[src/rtl/paged_segment_allocator_macros.svh]
// Assertion macros for the allocator RTL.
// Each macro expects signals named clk and arst_n in the calling module.
`ifndef PAGED_SEGMENT_ALLOCATOR_MACROS_SVH
`define PAGED_SEGMENT_ALLOCATOR_MACROS_SVH

// Condition that must hold at every clock edge outside reset.
`define PSA_ASSERT_NOW(lbl, cond, msg) \
	lbl: assert property (@(posedge clk) disable iff (!arst_n) (cond)) else $error(msg);

// Consequence that must hold in the same cycle as the antecedent.
`define PSA_ASSERT_IMP(lbl, ante, cons, msg) \
	lbl: assert property (@(posedge clk) disable iff (!arst_n) (ante) |-> (cons)) \
		else $error(msg);

// Consequence that must hold in the cycle after the antecedent.
`define PSA_ASSERT_NEXT(lbl, ante, cons, msg) \
	lbl: assert property (@(posedge clk) disable iff (!arst_n) (ante) |=> (cons)) \
		else $error(msg);

`endif

[src/rtl/psa_pkg.sv]
// Package for the paged segment allocator: beat types, codes and defaults.
// No dependencies; the divider and the allocator import it.
`timescale 1ns / 1ps

package psa_pkg;

	// Block and page sizes must be powers of two; offsets are split by shift and mask.
	localparam int DEF_NUM_PAGES      = 16;
	localparam int DEF_SLOTS_PER_PAGE = 64;
	localparam int DEF_BLOCK_BYTES    = 32;
	localparam int DEF_PAGE_BYTES     = 2048;

	localparam int DATA_W  = 32;
	localparam int SHIFT_W = $clog2(DATA_W);
	localparam int ENT_W   = 8;
	localparam int OWNER_W = 17;
	localparam int LIMIT_W = 5;
	localparam int CFG_IDX_W = 1;

	localparam logic [OWNER_W-1:0] UNOWNED = 17'h10000;

	localparam logic [1:0] ST_OK      = 2'd0;
	localparam logic [1:0] ST_NOMEM   = 2'd1;
	localparam logic [1:0] ST_BADSIZE = 2'd2;
	localparam logic [1:0] ST_BADADDR = 2'd3;

	localparam logic ACT_ALLOC = 1'b0;
	localparam logic ACT_FREE  = 1'b1;

	localparam logic [CFG_IDX_W-1:0] REG_BASE  = 1'b0;
	localparam logic [CFG_IDX_W-1:0] REG_LIMIT = 1'b1;

	typedef struct packed {
		logic        action;
		logic [31:0] request_bytes;
		logic [31:0] address;
		logic [15:0] requester_id;
	} psa_req_t;

	typedef struct packed {
		logic [1:0]  status;
		logic [31:0] result_address;
		logic [3:0]  page_number;
		logic        page_made_present;
		logic        page_released;
	} psa_rsp_t;

endpackage

[src/rtl/psa_div.sv]
// Shared shift-and-mask unit: divides by a power of two, with a registered quotient and remainder.
// Depends on psa_pkg for the data and shift widths.
`timescale 1ns / 1ps

module psa_div
	import psa_pkg::*;
(
	input  logic               clk,
	input  logic               arst_n,
	input  logic               start,
	input  logic [DATA_W-1:0]  dividend,
	input  logic [SHIFT_W-1:0] shift,
	output logic               done,
	output logic [DATA_W-1:0]  quotient,
	output logic [DATA_W-1:0]  remainder
);

	logic              done_q;
	logic [DATA_W-1:0] rem_q;
	logic [DATA_W-1:0] quo_q;

	always_ff @(posedge clk or negedge arst_n) begin
		if (!arst_n) begin
			done_q <= 1'b0;
		end else begin
			done_q <= start;
		end
	end

	always_ff @(posedge clk) begin
		if (start) begin
			quo_q <= dividend >> shift;
			rem_q <= dividend & ~({DATA_W{1'b1}} << shift);
		end
	end

	assign done      = done_q;
	assign quotient  = quo_q;
	assign remainder = rem_q;

endmodule

[config.mk]
export PLATFORM = sky130hd
export DESIGN_NAME = psa_div
export DESIGN_NICKNAME = d
export VERILOG_FILES = /design/src/rtl/paged_segment_allocator_macros.svh /design/src/rtl/psa_pkg.sv /design/src/rtl/psa_div.sv
export SDC_FILE = /design/constraint.sdc
export NUM_CORES = 1
export LEC_CHECK = 0
export BUFFER_PORTS_ARGS = -buffer_cell sky130_fd_sc_hd__buf_2
export CAP_MARGIN = 20
export CORE_ASPECT_RATIO = 1.1
export CORE_MARGIN = 1.5
export CORE_UTILIZATION = 40
export CTS_CLUSTER_DIAMETER = 80
export CTS_CLUSTER_SIZE = 16
export DETAILED_ROUTE_END_ITERATION = 10
export PLACE_DENSITY_LB_ADDON = 0.05
export REMOVE_ABC_BUFFERS = 1
export SYNTH_ARGS = -nofsm -noshare
export SYNTH_HDL_FRONTEND = slang
export SYNTH_SLANG_ARGS = --single-unit
[constraint.sdc]
create_clock -name clk -period 0.8 [get_ports clk]
set_input_delay 0.16 -clock clk [delete_from_list [all_inputs] [get_ports clk]]
set_output_delay 0.16 -clock clk [all_outputs]
set_load 0.02 [all_outputs]
==> run metrics <==
Bufs and invs on worst path=3; DIE WIDTH=a little under 100 um; crit-path leading delay family=multiplexers; critical path arrival=around 1.6 ns; sequential share of the synthesized area=about half; initial antenna violation count=0; final-stage net count=646; # clock sinks=64; cts bufs inserted=9; Overall Power=around 11,000 uW; mean post-synth cell area=roughly 10 um2; initial DRC count=around 370; vias=~4,300; nature of the critical path startpoint=input port; crit-path max cell delay=0.56 ns; CP max FO=10; maxcap violations=0; Final Worst Setup Slack=-0.594 ns; failing checks=negative setup slack; grt ovf=0; Root Buffer=clkbuf_8; Clock Pin Slew Worst Setup and Hold Paths=0.07 ns; status=finished with violations; Final Hold Fails=0; I/O pins=roughly 110; post-detailed-route DRC marker count=0; critical path required time=1.02 ns; Synth-to-Final Area Change=76.3%; Sum Neg Setup Slack=-33.45 ns; row count=37; Post-synth ARST share=roughly 1.6%; Die Y=107 um; routed vias/inst=just under 6; gp weighted congestion=0.984; wire per inst=between 20 and 25 um; Worst setup EP type=register; Slew Limit Fails=0; clock buffer depth=2; Max Fclk=just over 700 MHz; Place WS=-1.15 ns; Starting Density=41.8%; Finish-stage setup viols=117; vias in the first global route=around 4,200; n_diodes=0; Pwr Density=roughly 1500 mW/mm2; IO buf count=between 100 and 150; Crit Path Class=in -> reg; EDFF count, synth=63; leak pwr=0.00293 uW; pin count of the biggest net entering global routing=35; unrepaired setup endpoints after global routing=true; Syn Inst Count=roughly 380; die area=0.0105 mm2; Synth cell types=45; Tot GR Track Use=between 30% and 40%; dpl hpwl=10,700 um; Final min period=between 1 and 1.5 ns; worst min-delay path class=in -> async; ys flop type=edfxtp_1; peak supply drop=1.07 mV; first-pass GRT wire length=roughly 24,000 um; Core Footprint=between 0.009 and 0.01 mm2; synthesized area=0.00397 mm2; cell chain of the critical path=buf_12, buf_16, mux2i_2, buf_4, mux4_2, o22a_1, nor2_1; number of H-tree levels=3; final worst-path cycle share=174%; CTS tree=yes; CP max stage cell=mux4_2; synthesized flop and latch total=64; Total Wirelength=about 16,000 um; Detail Route Antenna Nets=0; Warnings, synthesis=0; share of cells above drive strength 1=between 60% and 70%; drt first pass iters=5
[layer usage]
metal / GRT usage, % / part of all wire (%) / up-vias / wire [um]
li1: - / - / 1903 / -
met4: 13.4 / 3.3 / 0 / 525
met3: 5.84 / 6.2 / 44 / 1000
met5: 0 / 0 / - / 0
met1: 38.8 / 41 / 2115 / 6620
met2: 50.0 / 49 / 220 / 7950
[cells in the final DEF (no fill, tap or decap), types with 4 or more instances in the layout]
| cell type | count |
|---|---|
| buf_4 | 93 |
| buf_2 | 66 |
| buf_6 | 64 |
| edfxtp_1 | 63 |
| nor2_1 | 29 |
| nand2_1 | 28 |
| mux2_4 | 21 |
| nor2_2 | 14 |
| a21oi_2 | 13 |
| nor2b_1 | 11 |
| nor2_4 | 11 |
| mux2i_1 | 11 |
| o22ai_2 | 10 |
| clkbuf_8 | 10 |
| buf_12 | 10 |
| and3_1 | 8 |
| mux2i_2 | 8 |
| o22ai_1 | 7 |
| a21oi_1 | 7 |
| buf_8 | 7 |
| a211oi_1 | 5 |
| mux2i_4 | 5 |
| a211oi_2 | 5 |
| nand2_2 | 4 |
| mux4_2 | 4 |
| nor3_1 | 4 |
| o22ai_4 | 4 |
[metrics by stage]
step / area [um2] / util [%] / instances / hold slack (ns)
2_1_floorplan: 3800 / - / 351 / -0.136
3_3_place_gp: 5290 / 55.7 / 674 / -0.0651
3_5_place_dp: 5290 / 55.7 / 674 / -0.0635
4_1_cts: 6510 / 68.6 / 716 / 0.0885
5_1_grt: 7000 / 73.7 / 728 / 0.104
6_report: 7000 / 73.7 / 728 / 0.106
[power breakdown]
part	internal (uW)	switching, uW
sequential	4040	111
clock	1200	1360
combinational	1880	2060
[synth_stat cells (5+ instances only)]
cell      number  area, um2
mux2_2        23        259
edfxtp_1      63       1890
nor2b_1       11       68.8
mux2i_1       24        240
nor3_1         6       30.0
a211oi_1      10       75.1
and3_1         9       56.3
buf_1          5       18.8
clkbuf_1      10       37.5
buf_2          7       35.0
o221ai_1       6       52.6
a21oi_1       21        105
nor2_1        54        203
nand3_1        5       25.0
o22ai_1       21        131
o21ai_0        7       35.0
nand2_1       35        131
[final cells by class]
class	count	area (um2)
clock buffer	12	145
clock inverter	4	22.5
fill	672	2490
inverter	5	40.0
multi-input combinational	283	2610
sequential	64	1920
tap	117	146
timing repair buffer	243	2120
[state kept, by name (all words and copies together), names as in the netlist]
signal and count:
remainder 31, done 1, quotient 32
[kinds of logic after synthesis]
group                  synth area share [%]
and+or+nand+nor                        14.4
muxes                                  15.2
other                                0.0945
buffers and inverters                  4.63
DFF                                    48.3
AOI/OAI and AO/OA                      17.4
[worst paths after layout]
kind / from / end / depth (start not counted)
max in group asynchronous: arst_n / done / 2
setup / recovery: shift[0] / quotient[22] / 7
hold / removal: arst_n / done / 2
min in group clk: dividend[15] / remainder[15] / 2
[timing repair]
item,in CTS,in global routing
gates resized for setup,210,103
pin swaps,38,27
cloned,3,0
hold buffers,1,0
endpoints found under the hold margin,1,0
buffers inserted,27,16
setup endpoints to repair,122,121
No activity file was read; power rests on OpenSTA's default activity.
